## src/rtl/nnr_pkg.sv

```systemverilog
// Package for the nearest-neighbour resampler: shared constants, register
// indexes, configuration and phase-unit structs, sequencer state type.
// No dependencies.
package nnr_pkg;

	localparam int PHASE_W    = 32;
	localparam int APB_DATA_W = 32;
	localparam int CFG_ADDR_W = 3;
	localparam int REG_IDX_W  = 1;

	localparam logic [REG_IDX_W-1:0] REG_PHASE_STEP    = 1'b0;
	localparam logic [REG_IDX_W-1:0] REG_UPSAMPLE_MODE = 1'b1;

	typedef struct packed {
		logic [PHASE_W-1:0] phase_step;
		logic               upsample_mode;
	} nnr_cfg_t;

	typedef struct packed {
		logic [PHASE_W-1:0] sum;
		logic               wrapped;
	} nnr_phase_t;

	typedef enum logic [2:0] {
		ST_IDLE = 3'b001,
		ST_DEC  = 3'b010,
		ST_UP   = 3'b100
	} nnr_state_t;

endpackage

```

## src/rtl/nnr_in_if.sv

```systemverilog
// Input stream interface: valid/ready handshake carrying one I/Q sample.
// No dependencies.
interface nnr_in_if #(
	parameter int SAMPLE_WIDTH = 16
);
	logic                           valid;
	logic                           ready;
	logic signed [SAMPLE_WIDTH-1:0] sample_i;
	logic signed [SAMPLE_WIDTH-1:0] sample_q;

	modport source (output valid, output sample_i, output sample_q, input ready);
	modport sink   (input valid, input sample_i, input sample_q, output ready);
endinterface

```

## src/rtl/nnr_out_if.sv

```systemverilog
// Output stream interface: valid/ready handshake carrying one resampled I/Q
// item and its end-of-run mark. No dependencies.
interface nnr_out_if #(
	parameter int SAMPLE_WIDTH = 16
);
	logic                           valid;
	logic                           ready;
	logic signed [SAMPLE_WIDTH-1:0] out_i;
	logic signed [SAMPLE_WIDTH-1:0] out_q;
	logic                           last_of_run;

	modport source (output valid, output out_i, output out_q, output last_of_run,
		input ready);
	modport sink   (input valid, input out_i, input out_q, input last_of_run,
		output ready);
endinterface

```

## src/rtl/nnr_apb_regs.sv

```systemverilog
// APB register bank: phase step and mode registers, write and read decode.
// Depends on nnr_pkg.
module nnr_apb_regs import nnr_pkg::*; (
	input  logic                  clk,
	input  logic                  arst_n,
	input  logic                  psel,
	input  logic                  penable,
	input  logic                  pwrite,
	input  logic [CFG_ADDR_W-1:0] paddr,
	input  logic [APB_DATA_W-1:0] pwdata,
	output logic [APB_DATA_W-1:0] prdata,
	output logic                  pready,
	output nnr_cfg_t              cfg
);
	logic [PHASE_W-1:0]   phase_step_q;
	logic                 upsample_mode_q;
	logic [REG_IDX_W-1:0] reg_idx;
	logic                 wr_en;

	assign pready  = 1'b1;
	assign reg_idx = paddr[CFG_ADDR_W-1:2];
	assign wr_en   = psel & penable & pwrite & pready;

	always_ff @(posedge clk or negedge arst_n) begin
		if (!arst_n) begin
			phase_step_q    <= '0;
			upsample_mode_q <= 1'b0;
		end else if (wr_en) begin
			case (reg_idx)
				REG_PHASE_STEP:    phase_step_q    <= pwdata[PHASE_W-1:0];
				REG_UPSAMPLE_MODE: upsample_mode_q <= pwdata[0];
				default: ;
			endcase
		end
	end

	always_comb begin
		case (reg_idx)
			REG_PHASE_STEP:    prdata = phase_step_q;
			REG_UPSAMPLE_MODE: prdata = {{(APB_DATA_W-1){1'b0}}, upsample_mode_q};
			default:           prdata = '0;
		endcase
	end

	assign cfg.phase_step    = phase_step_q;
	assign cfg.upsample_mode = upsample_mode_q;

endmodule

```

## src/rtl/nnr_phase_unit.sv

```systemverilog
// Shared phase unit: optional step clamp, 32-bit accumulator add and wrap
// detect. Depends on nnr_pkg.
module nnr_phase_unit import nnr_pkg::*; #(
	parameter int MAX_RUN = 64
) (
	input  logic [PHASE_W-1:0] acc,
	input  logic [PHASE_W-1:0] step,
	input  logic               clamp,
	output nnr_phase_t         res
);
	// smallest interpolation step: ceil(2^32 / MAX_RUN)
	localparam logic [63:0] MIN_UP_STEP_W =
		(64'd4294967296 + 64'(MAX_RUN) - 64'd1) / 64'(MAX_RUN);
	localparam logic [PHASE_W-1:0] MIN_UP_STEP = MIN_UP_STEP_W[PHASE_W-1:0];

	logic [PHASE_W-1:0] step_eff;
	logic [PHASE_W:0]   sum_w;

	always_comb begin
		step_eff    = (clamp && (step < MIN_UP_STEP)) ? MIN_UP_STEP : step;
		sum_w       = {1'b0, acc} + {1'b0, step_eff};
		res.sum     = sum_w[PHASE_W-1:0];
		// new <= old: carry out, or nothing added
		res.wrapped = sum_w[PHASE_W] | (step_eff == '0);
	end

endmodule

```

## src/rtl/nearest_neighbour_resampler_core.sv

```systemverilog
// Nearest-neighbour I/Q resampler with a 32-bit phase accumulator.
// A decimate item is accepted, then takes one accumulator step; an
// interpolate item is accepted, then gives a run of k outputs, k <= MAX_RUN,
// which may open with the output owed by the previous item's wrap. Steps are
// made by one accumulator add per cycle in the shared phase unit, held while
// the output side stalls. A new item is accepted only once the last is done.
// Reset (arst_n, asynchronous, active low) clears control registers and
// accumulator and arms the first item to pass.
module nearest_neighbour_resampler_core import nnr_pkg::*; #(
	parameter int SAMPLE_WIDTH = 16,
	parameter int MAX_RUN      = 64
) (
	input  logic                  clk,
	input  logic                  arst_n,
	nnr_in_if.sink                samples,
	nnr_out_if.source             resampled,
	input  logic                  psel,
	input  logic                  penable,
	input  logic                  pwrite,
	input  logic [CFG_ADDR_W-1:0] paddr,
	input  logic [APB_DATA_W-1:0] pwdata,
	output logic [APB_DATA_W-1:0] prdata,
	output logic                  pready
);
	// run counter must hold MAX_RUN itself
	localparam int RUN_W = $clog2(MAX_RUN + 1);
	localparam logic [RUN_W-1:0] RUN_LIMIT = RUN_W'(MAX_RUN);

	nnr_cfg_t   cfg;
	nnr_phase_t ph;
	nnr_state_t state_q;

	// captured input item
	logic signed [SAMPLE_WIDTH-1:0] smp_i_q;
	logic signed [SAMPLE_WIDTH-1:0] smp_q_q;

	// resampler state
	logic [PHASE_W-1:0] phase_acc_q;
	logic               take_next_q;
	logic               wrap_pending_q;
	// an output of the current sample is owed, its end-of-run mark not yet known
	logic               pend_q;
	logic [RUN_W-1:0]   run_cnt_q;

	// output register
	logic                           out_valid_q;
	logic signed [SAMPLE_WIDTH-1:0] out_i_q;
	logic signed [SAMPLE_WIDTH-1:0] out_q_q;
	logic                           out_last_q;

	logic in_acc;
	logic out_free;
	logic emit;
	logic emit_last;

	nnr_apb_regs u_regs (
		.clk     (clk),
		.arst_n  (arst_n),
		.psel    (psel),
		.penable (penable),
		.pwrite  (pwrite),
		.paddr   (paddr),
		.pwdata  (pwdata),
		.prdata  (prdata),
		.pready  (pready),
		.cfg     (cfg)
	);

	// one adder serves both modes; clamp the step only when interpolating
	nnr_phase_unit #(
		.MAX_RUN (MAX_RUN)
	) u_phase (
		.acc   (phase_acc_q),
		.step  (cfg.phase_step),
		.clamp (state_q == ST_UP),
		.res   (ph)
	);

	assign samples.ready = (state_q == ST_IDLE);
	assign in_acc        = samples.valid & samples.ready;
	// output register can take a new item this cycle
	assign out_free      = ~out_valid_q | resampled.ready;

	// Work out whether the sequencer hands an item to the output register now,
	// and whether that item closes the run.
	always_comb begin
		emit      = 1'b0;
		emit_last = 1'b0;
		case (state_q)
			ST_DEC: begin
				emit      = take_next_q & out_free;
				emit_last = 1'b1;
			end
			ST_UP: begin
				if (pend_q && out_free) begin
					emit = 1'b1;
					// run is full, or the next step wraps and is owed elsewhere
					emit_last = (run_cnt_q == RUN_LIMIT) | ph.wrapped;
				end
			end
			default: ;
		endcase
	end

	// capture the input item; payload needs no reset
	always_ff @(posedge clk) begin
		if (in_acc) begin
			smp_i_q <= samples.sample_i;
			smp_q_q <= samples.sample_q;
		end
	end

	// sequencer
	always_ff @(posedge clk or negedge arst_n) begin
		if (!arst_n) begin
			state_q        <= ST_IDLE;
			phase_acc_q    <= '0;
			take_next_q    <= 1'b1;
			wrap_pending_q <= 1'b0;
			pend_q         <= 1'b0;
			run_cnt_q      <= '0;
		end else begin
			case (state_q)
				ST_IDLE: begin
					if (in_acc) begin
						if (cfg.upsample_mode) begin
							// a wrap from the last item owes this sample one output
							pend_q         <= wrap_pending_q;
							run_cnt_q      <= wrap_pending_q ? RUN_W'(1) : '0;
							wrap_pending_q <= 1'b0;
							state_q        <= ST_UP;
						end else begin
							state_q <= ST_DEC;
						end
					end
				end
				ST_DEC: begin
					// hold while a passed item cannot reach the output register
					if (!take_next_q || out_free) begin
						phase_acc_q <= ph.sum;
						take_next_q <= ph.wrapped;
						state_q     <= ST_IDLE;
					end
				end
				ST_UP: begin
					if (run_cnt_q == RUN_LIMIT) begin
						// run full: drop out without another step
						if (out_free) begin
							pend_q      <= 1'b0;
							take_next_q <= 1'b0;
							state_q     <= ST_IDLE;
						end
					end else if (!pend_q || out_free) begin
						phase_acc_q <= ph.sum;
						if (ph.wrapped) begin
							// the wrapped step's output goes to the next item
							wrap_pending_q <= 1'b1;
							take_next_q    <= 1'b1;
							pend_q         <= 1'b0;
							state_q        <= ST_IDLE;
						end else begin
							pend_q    <= 1'b1;
							run_cnt_q <= run_cnt_q + RUN_W'(1);
						end
					end
				end
				default: state_q <= ST_IDLE;
			endcase
		end
	end

	// output register: load on emit, drop the valid once taken
	always_ff @(posedge clk or negedge arst_n) begin
		if (!arst_n) begin
			out_valid_q <= 1'b0;
		end else if (emit) begin
			out_valid_q <= 1'b1;
		end else if (resampled.ready) begin
			out_valid_q <= 1'b0;
		end
	end

	always_ff @(posedge clk) begin
		if (emit) begin
			out_i_q    <= smp_i_q;
			out_q_q    <= smp_q_q;
			out_last_q <= emit_last;
		end
	end

	assign resampled.valid       = out_valid_q;
	assign resampled.out_i       = out_i_q;
	assign resampled.out_q       = out_q_q;
	assign resampled.last_of_run = out_last_q;

	// no owed output survives the end of an item
	a_idle_no_pend: assert property (@(posedge clk) disable iff (!arst_n)
		(state_q == ST_IDLE) |-> !pend_q)
		else $error("owed output left behind in idle");

	// the run never grows past its bound
	a_run_bound: assert property (@(posedge clk) disable iff (!arst_n)
		run_cnt_q <= RUN_LIMIT)
		else $error("run counter past MAX_RUN");

	// an owed output is always counted in the run
	a_pend_counted: assert property (@(posedge clk) disable iff (!arst_n)
		((state_q == ST_UP) && pend_q) |-> (run_cnt_q != '0))
		else $error("owed output not counted");

	// an emit is never made while the output register is held
	a_no_overwrite: assert property (@(posedge clk) disable iff (!arst_n)
		(out_valid_q && !resampled.ready) |-> !emit)
		else $error("held output overwritten");

endmodule
```

## src/flat_wrapper.sv

```systemverilog
// flat-port wrapper written by rule: the top's interface ports become plain ports
module nearest_neighbour_resampler_core_flat import nnr_pkg::*;
#(
	parameter int SAMPLE_WIDTH = 16,
	parameter int MAX_RUN      = 64
)
  (clk, arst_n, psel, penable, pwrite, paddr, pwdata, prdata, pready, samples_valid, samples_sample_i, samples_sample_q, samples_ready, resampled_valid, resampled_out_i, resampled_out_q, resampled_last_of_run, resampled_ready);
  nnr_in_if #(.SAMPLE_WIDTH(SAMPLE_WIDTH)) samples_i ();
  nnr_out_if #(.SAMPLE_WIDTH(SAMPLE_WIDTH)) resampled_i ();
  input  logic clk;
  input  logic arst_n;
  input  logic psel;
  input  logic penable;
  input  logic pwrite;
  input  logic [CFG_ADDR_W-1:0] paddr;
  input  logic [APB_DATA_W-1:0] pwdata;
  output logic [APB_DATA_W-1:0] prdata;
  output logic pready;
  input wire logic [$bits(samples_i.valid)-1:0] samples_valid;
  input wire logic [$bits(samples_i.sample_i)-1:0] samples_sample_i;
  input wire logic [$bits(samples_i.sample_q)-1:0] samples_sample_q;
  output wire logic [$bits(samples_i.ready)-1:0] samples_ready;
  output wire logic [$bits(resampled_i.valid)-1:0] resampled_valid;
  output wire logic [$bits(resampled_i.out_i)-1:0] resampled_out_i;
  output wire logic [$bits(resampled_i.out_q)-1:0] resampled_out_q;
  output wire logic [$bits(resampled_i.last_of_run)-1:0] resampled_last_of_run;
  input wire logic [$bits(resampled_i.ready)-1:0] resampled_ready;
  assign samples_i.valid = samples_valid;
  assign samples_i.sample_i = samples_sample_i;
  assign samples_i.sample_q = samples_sample_q;
  assign samples_ready = samples_i.ready;
  assign resampled_valid = resampled_i.valid;
  assign resampled_out_i = resampled_i.out_i;
  assign resampled_out_q = resampled_i.out_q;
  assign resampled_last_of_run = resampled_i.last_of_run;
  assign resampled_i.ready = resampled_ready;
  nearest_neighbour_resampler_core #(.SAMPLE_WIDTH(SAMPLE_WIDTH), .MAX_RUN(MAX_RUN)) u_core (.clk(clk), .arst_n(arst_n), .samples(samples_i), .resampled(resampled_i), .psel(psel), .penable(penable), .pwrite(pwrite), .paddr(paddr), .pwdata(pwdata), .prdata(prdata), .pready(pready));
endmodule
```

## config.mk

```make
export PLATFORM = sky130hd
export DESIGN_NAME = nearest_neighbour_resampler_core_flat
export DESIGN_NICKNAME = d
export VERILOG_FILES = /design/src/rtl/nnr_pkg.sv /design/src/rtl/nnr_in_if.sv /design/src/rtl/nnr_out_if.sv /design/src/rtl/nnr_apb_regs.sv /design/src/rtl/nnr_phase_unit.sv /design/src/rtl/nearest_neighbour_resampler_core.sv /design/src/flat_wrapper.sv
export SDC_FILE = /design/constraint.sdc
export NUM_CORES = 1
export LEC_CHECK = 0
export ABC_AREA = 1
export ABC_CLOCK_PERIOD_IN_PS = 3500
export CAP_MARGIN = 20
export CORE_UTILIZATION = 30
export CTS_CLUSTER_SIZE = 8
export DETAILED_ROUTE_END_ITERATION = 10
export DONT_BUFFER_PORTS = 1
export HOLD_SLACK_MARGIN = 0.15
export SYNTH_ARGS = -nofsm -noshare
export SYNTH_HDL_FRONTEND = slang
export SYNTH_SLANG_ARGS = --single-unit
```

## constraint.sdc

```tcl
create_clock -name clk -period 3.5 [get_ports clk]
set_clock_uncertainty 0.05 [all_clocks]
set_input_delay 0.175 -clock clk [delete_from_list [all_inputs] [get_ports clk]]
set_output_delay 0.175 -clock clk [all_outputs]
set_load 0.02 [all_outputs]
```

Word-level counts from Yosys, hierarchy flattened
Index checks and enable logic that the tools add are counted.
{"block": "op_classes", "muxes": 43, "n_eq_ne": 14, "reduce_logical": 18, "n_addsub": 2, "bitwise": 9, "order_cmp": 1}
{"cell": "2-to-1 mux 32 bit", "count": 4}
{"cell": "one-hot mux 32 bit (2 select lines)", "count": 2}
{"cell": "2-to-1 mux 7 bit", "count": 5}
{"cell": "adder 32 x 32 -> 33 bit", "count": 1}
{"cell": "logical NOT 32 bit", "count": 1}
{"cell": "less-than comparator 32 x 27 -> 1 bit, second input constant", "count": 1}
{"cell": "2-to-1 mux 3 bit", "count": 7}
{"cell": "2-to-1 mux 1 bit", "count": 18}
{"cell": "AND reduction 5 bit", "count": 3}
{"cell": "one-hot mux 7 bit (2 select lines)", "count": 1}
{"cell": "AND reduction 6 bit", "count": 2}
{"cell": "one-hot mux 1 bit (2 select lines)", "count": 5}
{"cell": "one-hot mux 3 bit (3 select lines)", "count": 1}
{"cell": "!= test 2 bit, second input constant", "count": 4}
{"cell": "adder 7 x 1 -> 7 bit, second input constant", "count": 1}
{"cell": "== test 7 bit, second input constant", "count": 1}
{"cell": "!= test 2 x 1 -> 1 bit, second input constant", "count": 3}
{"cell": "!= test 3 x 1 -> 1 bit, second input constant", "count": 2}
{"cell": "nonzero test 2 bit", "count": 3}
{"cell": "bitwise AND 1 bit", "count": 4}
{"cell": "AND reduction 2 bit", "count": 2}
{"cell": "AND reduction 4 bit", "count": 1}
{"cell": "== test 3 x 1 -> 1 bit, second input constant", "count": 1}
{"cell": "== test 3 x 2 -> 1 bit, second input constant", "count": 1}
{"cell": "other kinds (7)", "count": 13}
{"block": "word_totals", "wordCells": 101, "regBits": 144, "inputBits": 74, "out_inout_bits": 68}

Logic depth before layout (Yosys ltp)
Gate-level depths: netlist (run 1).
{"block": "depth", "ltp_word": 9, "depth_mapped": 22, "depth_no_buf": 21}

Hierarchy
Synthesis (run 1) repeated with hierarchy kept, for this count alone.
{"block": "hier_totals", "hier_cells": 1164, "hier_area_um2": 8629.5}
{"module": "nearest_neighbour_resampler_core", "instances": 1, "seq_area_each_um2": 3105.5, "cells_each": 356, "area_each_um2": 4255.3}
{"module": "nnr_phase_unit", "instances": 1, "seq_area_each_um2": 0.0, "cells_each": 589, "area_each_um2": 2746.4}
{"module": "nnr_apb_regs", "instances": 1, "seq_area_each_um2": 825.8, "cells_each": 219, "area_each_um2": 1627.8}

Worst setup path after synthesis (run 1)
Ideal clock, no wire load.
{"block": "synth_timing", "kind": "reg2reg", "startpoint": "register u_core.state_q[0]", "endpoint": "register u_core.run_cnt_q[0]", "slack_ns": -0.112, "period_less_slack_ns": 3.612, "path_buffers": 0, "arrival_ns": 3.497, "stages_incl_launch_ff": 9, "path_cell_list": "dfstp_2 -> inv_1 -> nor3_1 -> inv_1 -> nor2_1 -> nand2_2 -> nand2_4 -> nand2_1 -> nand2_1"}
{"block": "synth_between", "word_cells_on_any_way": 16, "classes_between": "1 x add/sub; 7 x eq/ne; 2 x mux; 2 x bitwise; 4 x reduce/logical"}
{"item": "from (decl)", "line_no": "nearest_neighbour_resampler_core.sv:31", "rtl": "nnr_state_t state_q;"}
{"item": "from (signal assigned)", "line_no": "nearest_neighbour_resampler_core.sv:116", "rtl": "state_q <= ST_IDLE;"}
{"item": "from (signal assigned)", "line_no": "nearest_neighbour_resampler_core.sv:131", "rtl": "state_q <= ST_UP;"}
{"item": "from (signal assigned)", "line_no": "nearest_neighbour_resampler_core.sv:133", "rtl": "state_q <= ST_DEC;"}
{"item": "== test 3 x 1 -> 1 bit", "line_no": "nearest_neighbour_resampler_core.sv:79", "rtl": "assign samples.ready = (state_q == ST_IDLE);"}
{"item": "named net samples_ready", "line_no": "flat_wrapper.sv:22", "rtl": "output wire logic [$bits(samples_i.ready)-1:0] samples_ready;"}
{"item": "bitwise AND 1 bit", "line_no": "nearest_neighbour_resampler_core.sv:80", "rtl": "assign in_acc = samples.valid & samples.ready;"}
{"item": "named net u_core.in_acc", "line_no": "nearest_neighbour_resampler_core.sv:51", "rtl": "logic in_acc;"}
{"item": "!= test 2 bit (no line)"}
{"item": "AND reduction 6 bit (no line)"}
{"item": "to (signal assigned)", "line_no": "nearest_neighbour_resampler_core.sv:129", "rtl": "run_cnt_q <= wrap_pending_q ? RUN_W'(1) : '0;"}
{"item": "to (signal assigned)", "line_no": "nearest_neighbour_resampler_core.sv:163", "rtl": "run_cnt_q <= run_cnt_q + RUN_W'(1);"}
{"item": "to (decl)", "line_no": "nearest_neighbour_resampler_core.sv:43", "rtl": "logic [RUN_W-1:0] run_cnt_q;"}
The timed path passes the listed nets, and every way through them passes these cells.
A chain may end at the register's enable or synchronous reset.

Final worst setup path (run 1)
{"block": "layout_timing", "startpoint": "register u_core.u_regs.phase_step_q[27]", "endpoint": "register u_core.run_cnt_q[0]"}
{"block": "layout_between", "elab_chain_len": 7, "word_cells_on_any_way": 8, "classes_between": "1 x add/sub; 1 x order compare; 1 x eq/ne; 1 x mux; 1 x bitwise; 3 x reduce/logical"}
{"item": "from (decl)", "line_no": "nnr_apb_regs.sv:15", "rtl": "logic [PHASE_W-1:0] phase_step_q;"}
{"item": "from (signal assigned)", "line_no": "nnr_apb_regs.sv:30", "rtl": "REG_PHASE_STEP: phase_step_q <= pwdata[PHASE_W-1:0];"}
{"item": "less-than comparator 32 x 27 -> 1 bit", "line_no": "nnr_phase_unit.sv:20", "rtl": "step_eff = (clamp && (step < MIN_UP_STEP)) ? MIN_UP_STEP : step;"}
{"item": "logical AND 1 bit", "line_no": "nnr_phase_unit.sv:20"}
{"item": "2-to-1 mux 32 bit (*)", "line_no": "nnr_phase_unit.sv:20"}
{"item": "adder 32 x 32 -> 33 bit or logical NOT 32 bit (tied branches)", "line_no": "nnr_phase_unit.sv:21, nnr_phase_unit.sv:24"}
{"item": "bitwise OR 1 bit (*)", "line_no": "nnr_phase_unit.sv:24", "rtl": "res.wrapped = sum_w[PHASE_W] | (step_eff == '0);"}
{"item": "!= test 2 bit (no line) (*)"}
{"item": "AND reduction 6 bit (no line) (*)"}
Mark *: on every way between the ends. The rest lies on a longest branch, timed or not.

==> qor.yml, run 1 <==
clocking:
  cts.sinks: 144
  numCtsBuffers: 17
  clkLatencyLatePin_ns: 0.43
  htreeDepth: 4
  clk_path_buf_depth: 2
  cts_tree: "yes"
  cts_setup_buffers: 0
  postCtsResizedCells: 0
  cts-root-buf: "clkbuf_16"
  path_clk_slew_ns: 0.06
  cts_hold_buf: 70
synth:
  ys_seq_elements: 144
  async_flop_share: 0.549
  synth_flop_cell: "dfrtp_1"
  syn_nets: 1048
  ys_seq_area_frac: 0.505
  yosysWarnings: 0
  synth_edf_count: 65
  syn_avg_cell_area_um2: 8.30
  syn_area_um2: 7790
  yosysUniqueCellTypes: 44
  syn_inst: 939
floorplanning:
  die_y_um: 163
  io_pins: 142
  die_width_um: 163
  coreArea_um2: 25300
  start_util: 0.308
  num_rows: 58
  die-area_um2: 26600
global_routing:
  grt_util_all_layers: 0.161
  grt_max_degree: 80
  overflow: 0
  grt_pass1_wl_um: 32900
  antenna_found_initial: 1
  grt_pass1_vias: 6469
layout:
  drive_above_1_share: 0.0689
  final_common_cell: "nand2_1"
  finalNetCount: 1126
  utilization: 0.375
  stdcell_area_um2: 9490
  layout_common_cells: "nand2_1 (208), nor2_1 (140), inv_1 (114)"
  area_growth_pct: 21.8
timing:
  worst_slew_pin_slew_ns: 0.770
  layout_min_cycle_time_ns: 3.21
  period_share: 0.918
  rsz0062_at_grt: "no"
  finalHoldViolCount: 0
  max_freq_ghz: 0.311
  slew_headroom: 0.481
  finalMaxSlewViolations: 0
  tns_ns: 0
  finalSetupViolCount: 0
worst_setup_path:
  slowest_delay_ns: 0.40
  startpoint_type: "flip-flop"
  crit_top_cell: "nand2_1"
  worst-endpoint-required_ns: 3.81
  worst-setup-path-type: "reg -> reg"
  path_max_fanout: 11
  cpMaxStageDelayCell: "dfrtp_1"
  crit_chain: "nor2_1 -> nand3_1 -> nor2_2 -> buf_4 -> buf_4 -> nor2_1 -> ha_1 -> a21oi_1 -> nand2_1 -> nand2_1 -> nand2_1 -> nand2_1 -> nand2_1 -> a21oi_4 -> nand4_4 -> nand2_4 -> nand2_1 -> nand2_1"
  cp-end-kind: "flip-flop"
  crit_arrival_ns: 3.52
worst_hold_path:
  hp-class: "in -> async"
power_and_ir_drop:
  internal-power_uw: 4570
  clkPwrFrac: 0.209
  leakage_uw: 0.00430
  netSwitchingFraction: 0.441
  p_seq_frac: 0.322
  p_comb_frac: 0.470
  peakVddDrop_v: 0.000470
  p_sw_uw: 3610
  p_per_area_nw_per_um2: 863
run_status:
  outcome: "complete, no violations"
placed_design:
  gp_congestion: 0.923
  dp_hpwl_um: 15500
  place_area_um2: 8200
  io_buffers: 0
routing:
  ant_nets: 0
  wl_um: 21000
  drt_iter0_drc: 464
  vias: 6536
  firstDrtPassIters: 5
  drcViolationCount: 0
  post_drt_wl_per_cell_um: 15.4
  viasPerCell: 4.80
run:
  cap_violations: 0
-- metrics by stage --
step | cells | setup slack, ns | hold slack [ns] | power [uW]
final | 1361 | 0.288 | 0.298 | 8190
after global routing | 1361 | 0.00717 | 0.335 | 8850
after CTS | 1359 | 0.301 | 0.299 | 8190
after detailed placement | 1257 | 0.321 | -0.162 | 6360
after global placement | 1257 | 0.354 | -0.162 | 6320
after floorplan | 939 | 0.492 | -0.171 | 5440
-- cells in the mapped netlist, drive strengths merged, types with 3 or more instances --
| master | n | area (um^2) |
|---|---|---|
| xor2 | 5 | 43.8 |
| o31ai | 4 | 30.0 |
| or2 | 3 | 18.8 |
| o21ai | 50 | 250 |
| nand4 | 9 | 71.3 |
| clkbuf | 18 | 67.6 |
| nor3 | 16 | 80.1 |
| ha | 34 | 425 |
| buf | 8 | 48.8 |
| nand3 | 57 | 300 |
| xnor2 | 9 | 78.8 |
| o21a | 3 | 22.5 |
| inv | 115 | 432 |
| nand2 | 212 | 808 |
| nor2 | 146 | 558 |
| nand3b | 6 | 48.8 |
| o21bai | 8 | 60.1 |
| a21oi | 77 | 400 |
| dfrtp | 77 | 1930 |
| edfxtp | 65 | 1950 |
-- final cells by class --
cell class | instances | area, um^2
inverters | 115 | 432
multi-input cells | 654 | 3320
well taps | 330 | 413
flip-flops and latches | 144 | 3930
clock inverters | 15 | 125
repair buffers | 85 | 843
fillers | 2503 | 15800
diodes | 1 | 2.50
clock buffers | 17 | 425
-- power groups by stage --
stage               clock (uW)  sequential, uW  combinational, uW
floorplan                    0            2590               2850
global placement             0            2650               3670
detailed placement           0            2660               3700
CTS                       1750            2630               3810
global route              1820            2690               4350
finish                    1710            2630               3840
-- final timing paths --
| check | cells past startpoint | slack (ns) | endpoint | startpoint |
|---|---|---|---|---|
| max | 18 | 0.29 | u_core.run_cnt_q[0]$_DFFE_PN0P_ | u_core.u_regs.phase_step_q[27]$_DFFE_PN0P_ |
| min | 2 | 0.30 | u_core.phase_acc_q[31]$_DFFE_PN0P_ | arst_n |
| max reg2reg | 18 | 0.29 | u_core.run_cnt_q[0]$_DFFE_PN0P_ | u_core.u_regs.phase_step_q[27]$_DFFE_PN0P_ |
| min reg2reg | 0 | 0.37 | u_core.resampled.out_q[12]$_DFFE_PP_ | u_core.smp_q_q[12]$_DFFE_PP_ |
| max in group asynchronous | 2 | 2.77 | u_core.state_q[0]$_DFFE_PN1P_ | arst_n |
| min in group clk | 3 | 0.33 | u_core.u_regs.phase_step_q[20]$_DFFE_PN0P_ | paddr[2] |
-- sequential cells by signal (all words and copies together), names as in the netlist, 3 cells and up --
signal,cells
u_core.state_q,3
u_core.resampled.out_q,16
u_core.resampled.out_i,16
u_core.run_cnt_q,7
u_core.u_regs.phase_step_q,32
u_core.phase_acc_q,32
u_core.smp_q_q,16
u_core.smp_i_q,16
-- critical path: cells and delay by family (launching register included) --
kind,cells,cell delay [ns]
compound gates,2,0.42
simple gates,13,1.51
buf+inv,2,0.40
flops,1,0.40
fa+ha+maj,1,0.37
-- cell families after synthesis --
| group | after synthesis | synth area share |
|---|---|---|
| and+or+nand+nor | 453 | 0.245 |
| buffers and inverters | 141 | 0.0703 |
| adders and majority gates | 35 | 0.0572 |
| xor gates and xnor gates | 14 | 0.0157 |
| other | 1 | 0.000481 |
| DFF | 144 | 0.505 |
| AOI/OAI and AO/OA | 151 | 0.106 |
-- routing by layer --
layer	up-vias	track usage	share of wire
li1	3254	-	-
met1	3015	0.190	0.43
met2	221	0.270	0.47
met3	46	0.0353	0.059
met4	0	0.0901	0.045
met5	-	0	0
Note: power is estimated with default switching activity, not from simulation.
==> inputs of run 2 (changes only) <==
==> constraint.sdc (replaced) <==
create_clock -name clk -period 3.5 [get_ports clk]
set_clock_uncertainty 0.05 [all_clocks]
set_input_delay 0.35 -clock clk [delete_from_list [all_inputs] [get_ports clk]]
set_output_delay 0.35 -clock clk [all_outputs]
set_load 0.02 [all_outputs]
==> run 2 against run 1 <==
  * Non-clock buffer count fell by 1
  * Final cell count fell by 0.15%
  * Utilization rose by 0.18 points
  * Via count fell by 0.18%
  * Combinational power barely moved
  * Critical path depth fell by 3
  * Global-route usage fell by 0.15 points
  * Worst hold slack got worse by 0.15 ns
  * First-iteration DRC count fell by 6.7%
  * Sequential cell count did not move
  * Final area rose by 0.49%
  * Critical path type unchanged
  * Largest cell class unchanged
  * Highest routed layer unchanged
==> qor.yml, run 2 (synthesis gave the netlist of run 1 again) <==
timing:
  layout_min_cycle_time_ns: 3.23
  rsz0062_at_grt: "no"
  finalMaxSlewViolations: 0
  finalSetupViolCount: 0
  period_share: 0.924
  finalHoldViolCount: 0
  slew_headroom: 0.469
  max_freq_ghz: 0.309
  tns_ns: 0
  worst_slew_pin_slew_ns: 0.789
worst_setup_path:
  startpoint_type: "flip-flop"
  cp-end-kind: "flip-flop"
  crit_arrival_ns: 3.49
  rr_startpoint: "u_core.u_regs.phase_step_q[27]$_DFFE_PN0P_"
  worst-endpoint-required_ns: 3.76
  crit_chain: "nor2_1 -> nand3_1 -> nor2_2 -> buf_4 -> nor2_1 -> ha_1 -> nand2_1 -> nor2_1 -> nand2_1 -> o21ai_0 -> nand4_1 -> nand2_1 -> nand2_1 -> nand3_1 -> nand2_1"
  cpMaxStageDelayCell: "o21ai_0"
  crit_top_cell: "nand2_1"
  cp_top_family: "simple AND/OR/NAND/NOR gates"
  regToRegEndpoint: "u_core.phase_acc_q[29]$_DFFE_PN0P_"
  path_max_fanout: 13
  worst-r2r-setup-slack_ns: 0.27
  slowest_delay_ns: 0.55
  worst-setup-path-type: "reg -> reg"
  r2r_cells: 15
  timing.critical_path.buf_inv: 1
run:
  cap_violations: 0
layout:
  antenna_cells: 0
  finalNetCount: 1125
  drive_above_1_share: 0.0680
  num-fill-cells: 2466
  area_growth_pct: 22.4
  fin_cells: 1359
  final_common_cell: "nand2_1"
  reg_top3: "u_core.phase_acc_q x32, u_core.u_regs.phase_step_q x32"
  utilization: 0.377
  layout_common_cells: "nand2_1 (208), nor2_1 (140), inv_1 (114)"
placed_design:
  placedCellCount: 1257
  gp_congestion: 0.920
  io_buffers: 0
  dp_hpwl_um: 15400
power_and_ir_drop:
  p_per_area_nw_per_um2: 873
  leakage_uw: 0.00433
  peakVddDrop_v: 0.000432
floorplanning:
  die-area_um2: 26600
  num_rows: 58
  start_util: 0.308
  die_width_um: 163
  die_y_um: 163
  io_pins: 142
  coreArea_um2: 25300
routing:
  wl_um: 20800
  vias: 6524
  post_drt_wl_per_cell_um: 15.3
  drt_iter0_drc: 433
  firstDrtPassIters: 5
  drcViolationCount: 0
  ant_nets: 0
  viasPerCell: 4.80
worst_hold_path:
  hp-class: "in -> reg"
  hold_end: "u_core.resampled.valid$_DFFE_PN0P_"
  min_from: "resampled_ready"
  whs_path_depth: 3
global_routing:
  grt_max_degree: 80
  grt_util_all_layers: 0.160
  overflow: 0
  grt_pass1_vias: 6416
  grt_pass1_wl_um: 32800
  antenna_found_initial: 0
clocking:
  path_clk_slew_ns: 0.06
  cts.sinks: 144
  numCtsBuffers: 17
  cts_tree: "yes"
  clk_path_buf_depth: 2
  cts-root-buf: "clkbuf_16"
  htreeDepth: 4
  clkLatencyLatePin_ns: 0.42
run_status:
  outcome: "complete, no violations"
run 2: power breakdown:
| part | total, uW | leakage, uW | switching [uW] | internal, uW |
|---|---|---|---|---|
| clock network | 1840 | 0.000288 | 719 | 1120 |
| logic | 3850 | 0.00251 | 2510 | 1330 |
| registers | 2640 | 0.00153 | 323 | 2310 |
run 2: routing by layer:
layer / GRT usage / wire (um)
met3: 0.0366 / 1200
met4: 0.0837 / 902
met1: 0.189 / 8890
met2: 0.268 / 9790
met5: 0 / 0
run 2: repair_timing:
action / in CTS / in global routing
hold buffers: 69 / 0
setup endpoints to repair: 0 / 1
hold endpoints to repair: 145 / 0
gates resized for setup: 0 / 1
buffers inserted: 0 / 0
run 2: worst max path at each step:
stage,start,endpoint,slack (ns),depth (start not counted)
floorplan,u_core.state_q[0]$_DFFE_PN1P_,u_core.run_cnt_q[0]$_DFFE_PN0P_,0.49,8
global placement,u_core.u_regs.phase_step_q[27]$_DFFE_PN0P_,u_core.phase_acc_q[29]$_DFFE_PN0P_,0.33,15
detailed placement,u_core.u_regs.phase_step_q[27]$_DFFE_PN0P_,u_core.resampled.last_of_run$_DFFE_PP_,0.31,16
CTS,u_core.u_regs.phase_step_q[27]$_DFFE_PN0P_,u_core.run_cnt_q[2]$_DFFE_PN0P_,0.28,17
global route,u_core.u_regs.phase_step_q[27]$_DFFE_PN0P_,u_core.run_cnt_q[2]$_DFFE_PN0P_,0.03,16
finish,u_core.u_regs.phase_step_q[27]$_DFFE_PN0P_,u_core.phase_acc_q[29]$_DFFE_PN0P_,0.27,15
run 2: tightest hold or removal path, cell delays in order:
cell     delay [ns]
nor2_1         0.05
inv_1          0.12
nand2_1        0.06
run 2: cell type report:
cell class / instances / area, um^2 / share of cell area
clock inverters: 13 / 164 / 0.0172
inverters: 115 / 432 / 0.0453
well taps: 330 / 413 / 0.0433
repair buffers: 84 / 841 / 0.0882
multi-input cells: 654 / 3320 / 0.349
clock buffers: 19 / 433 / 0.0454
flip-flops and latches: 144 / 3930 / 0.412
run 2: per-stage QoR:
stage                     setup slack (ns)  power (uW)  hold WS [ns]  area, um^2
after global routing                0.0272        9000         0.192        9540
after global placement               0.330        6320        0.0133        8200
after detailed placement             0.307        6360        0.0133        8200
after floorplan                      0.492        5440       0.00441        7790
after CTS                            0.280        8330         0.152        9510
final                                0.266        8330         0.152        9540
==> inputs of run 3 (changes only) <==
- ABC_AREA: 1 -> unset
==> run 3 against run 2 <==
  * The run now ends with negative setup slack left
  * Die area fell by 3.9%
  * First-iteration DRC count fell by 16%
  * Clock power barely moved
  * Setup slack got worse by 0.27 ns
  * Sequential share of layout area fell by 1.2 points
  * Routed wire length fell by 11%
  * Worst hold slack improved by 0.043 ns
  * Non-clock buffer count rose by 30
  * Sequential power fell by 3%
  * Count of clock-buffer cells in the layout fell by 2
  * Synthesized cell count fell by 29%
  * Via count fell by 16%
  * Highest routed layer unchanged
==> qor.yml, run 3 <==
worst_setup_path:
  cp-end-kind: "flip-flop"
  worst-endpoint-required_ns: 3.74
  worst-setup-path-type: "reg -> reg"
  worst-r2r-setup-slack_ns: -0.002
  r2r_cells: 17
  regToRegEndpoint: "u_core.run_cnt_q[0]$_DFFE_PN0P_"
  startpoint_type: "flip-flop"
  rr_startpoint: "u_core.state_q[0]$_DFFE_PN1P_"
  path_max_fanout: 7
  crit_arrival_ns: 3.74
synth:
  yosysTopAreaCell: "edfxtp_1"
  syn_nets: 777
  synth_common_cells: "dfrtp_1 (77), edfxtp_1 (65), nand2_1 (52)"
  async_flop_share: 0.549
  ys_seq_area_frac: 0.525
  syn_inst: 668
  yosysUniqueCellTypes: 79
  synth_edf_count: 65
  synth_flop_cell: "dfrtp_1"
  syn_area_um2: 7480
  yosysWarnings: 0
  synth.area.top_cells: "edfxtp_1 (26%), dfrtp_1 (26%), ha_1 (5.7%), mux2_2 (5.1%), a21oi_1 (3.3%)"
  syn_avg_cell_area_um2: 11.2
  synth_most_common_cell: "dfrtp_1"
  ys_seq_elements: 144
  synth_top_area_frac: 0.261
layout:
  stdcell_area_um2: 9830
  antenna_cells: 0
  num-fill-cells: 2327
  reg_top3: "u_core.phase_acc_q x32, u_core.u_regs.phase_step_q x32"
  finalNetCount: 882
  final_common_cell: "dfrtp_1"
  layout_common_cells: "dfrtp_1 (77), dlygate4sd3_1 (67), edfxtp_1 (65)"
  drive_above_1_share: 0.252
  fin_cells: 1110
  area_growth_pct: 31.3
floorplanning:
  die_width_um: 160
  num_rows: 57
  io_pins: 142
  die-area_um2: 25600
  start_util: 0.307
  coreArea_um2: 24400
  die_y_um: 160
routing:
  drt_iter0_drc: 365
  post_drt_wl_per_cell_um: 16.6
  firstDrtPassIters: 4
  viasPerCell: 4.95
  drcViolationCount: 0
  wl_um: 18400
  ant_nets: 0
  vias: 5495
global_routing:
  grt_pass1_vias: 5327
  grt-busiest-layer: "met2"
  grt_util_all_layers: 0.137
  overflow: 0
  use_met1: 0.185
  antenna_found_initial: 0
  use_met3: 0.0343
  grt_pass1_wl_um: 27700
  grt_util_met2: 0.219
  grt_max_degree: 80
clocking:
  cts_tree: "yes"
  clk_path_buf_depth: 2
  htreeDepth: 4
  path_clk_slew_ns: 0.07
  cts.sinks: 144
  cts-root-buf: "clkbuf_16"
  numCtsBuffers: 17
  clkLatencyLatePin_ns: 0.43
placed_design:
  placedCellCount: 989
  io_buffers: 0
  gp_congestion: 0.834
  place_area_um2: 7960
  dp_hpwl_um: 11900
worst_hold_path:
  hold_end: "u_core.resampled.valid$_DFFE_PN0P_"
  hp-class: "in -> reg"
  whs_path_depth: 2
  min_from: "resampled_ready"
power_and_ir_drop:
  p_sw_uw: 3120
  internal-power_uw: 4950
  p_per_area_nw_per_um2: 821
  clkPwrFrac: 0.230
  netSwitchingFraction: 0.387
  peakVddDrop_v: 0.000277
  p_seq_frac: 0.318
  p_comb_frac: 0.452
  leakage_uw: 0.00383
timing:
  slew_headroom: 0.506
  worst_slew_pin_slew_ns: 0.739
  finalSetupViolCount: 1
  layout_min_cycle_time_ns: 3.50
  finalMaxSlewViolations: 0
  rsz0062_at_grt: "yes"
  setup_slack_ns: -0.00209
  period_share: 1.00
  finalHoldViolCount: 0
  max_freq_ghz: 0.286
run_status:
  outcome: "complete, but fails checks"
  failed_checks: "negative setup slack"
run:
  cap_violations: 0
-- run 3: cell types whose count changed after synthesis, sizes merged, moves of 6 or more --
cell,delta
nand2b,+6
nand3,-38
nor2,-103
o21bai,-6
nor2b,+34
o21ai,-26
a21oi,-23
mux2,+34
inv,-99
o211ai,+7
and2,+30
a21o,+13
nand2,-159
a21boi,+6
-- run 3: stage by stage --
stage | setup TNS [ns] | hold WS, ns | setup slack [ns] | utilization | power (uW)
final | -0.00209 | 0.195 | -0.00209 | 0.403 | 8070
after floorplan | 0 | 0.00441 | 0.0624 | - | 4880
after detailed placement | -0.00294 | 0.00896 | -0.00294 | 0.326 | 5520
after global placement | 0 | 0.00832 | 0.0264 | 0.326 | 5490
after CTS | 0 | 0.167 | 0.0265 | 0.380 | 7540
after global routing | -1.75 | 0.202 | -0.152 | 0.403 | 8620
-- run 3: layout make-up --
class	instances	area, um^2	area share
clock buffer	17	425	0.0433
clock inverter	15	173	0.0176
inverter	16	60.1	0.00611
multi-input combinational	480	3740	0.380
sequential	144	3930	0.400
tap	324	405	0.0412
timing repair buffer	114	1100	0.112
-- run 3: power groups by stage --
stage / combinational, uW / sequential [uW] / clock, uW
after global placement: 2940 / 2550 / 0
after CTS: 3090 / 2530 / 1910
after global routing: 4010 / 2620 / 1990
after floorplan: 2410 / 2470 / 0
after detailed placement: 2960 / 2570 / 0
final: 3650 / 2570 / 1860
-- run 3: layer usage --
metal	vias up	share of wire
li1	2655	-
met1	2691	0.48
met2	138	0.47
met3	11	0.044
met4	0	0.0089
met5	-	0
-- run 3: cells by family after synthesis --
family / share of synthesized area
AOI/OAI and AO/OA: 0.141
and+or+nand+nor: 0.169
buffers and inverters: 0.0269
DFF: 0.525
muxes: 0.0538
xor gates and xnor gates: 0.0246
adders and majority gates: 0.0595
other: 0.000501
-- run 3: how the worst max path moves through the flow --
stage                                        endpoint                     startpoint  slack [ns]
2_1_floorplan  u_core.resampled.last_of_run$_DFFE_PP_  u_core.state_q[1]$_DFFE_PN0P_        0.06
3_3_place_gp   u_core.resampled.last_of_run$_DFFE_PP_  u_core.state_q[1]$_DFFE_PN0P_        0.03
3_5_place_dp   u_core.resampled.last_of_run$_DFFE_PP_  u_core.state_q[1]$_DFFE_PN0P_      -0.003
4_1_cts        u_core.resampled.last_of_run$_DFFE_PP_  u_core.state_q[1]$_DFFE_PN0P_        0.03
5_1_grt               u_core.run_cnt_q[5]$_DFFE_PN0P_  u_core.state_q[1]$_DFFE_PN0P_       -0.15
6_report              u_core.run_cnt_q[0]$_DFFE_PN0P_  u_core.state_q[0]$_DFFE_PN1P_      -0.002
-- run 3: timing repair --
| action | in CTS | in global routing |
|---|---|---|
| gates cloned | 0 | 2 |
| pin swaps | 1 | 26 |
| setup buffers | 2 | 17 |
| setup endpoints to repair | 3 | 24 |
| resized for setup | 0 | 76 |
| hold buffers | 68 | 0 |
| endpoints found under the hold margin | 145 | 0 |
-- run 3: worst max-delay path, stage by stage, from the launching register on --
cell,delay (ns)
dfstp_2,0.56
nor3b_4,0.06
nand4_1,0.18
buf_4,0.18
clkbuf_16,0.16
and2_4,0.15
inv_2,0.03
fa_2,0.34
nand2b_4,0.15
a21o_1,0.21
a211oi_2,0.32
o31a_4,0.22
nor2_4,0.05
o21a_4,0.26
buf_6,0.14
buf_4,0.13
nand3_2,0.07
o311ai_2,0.11
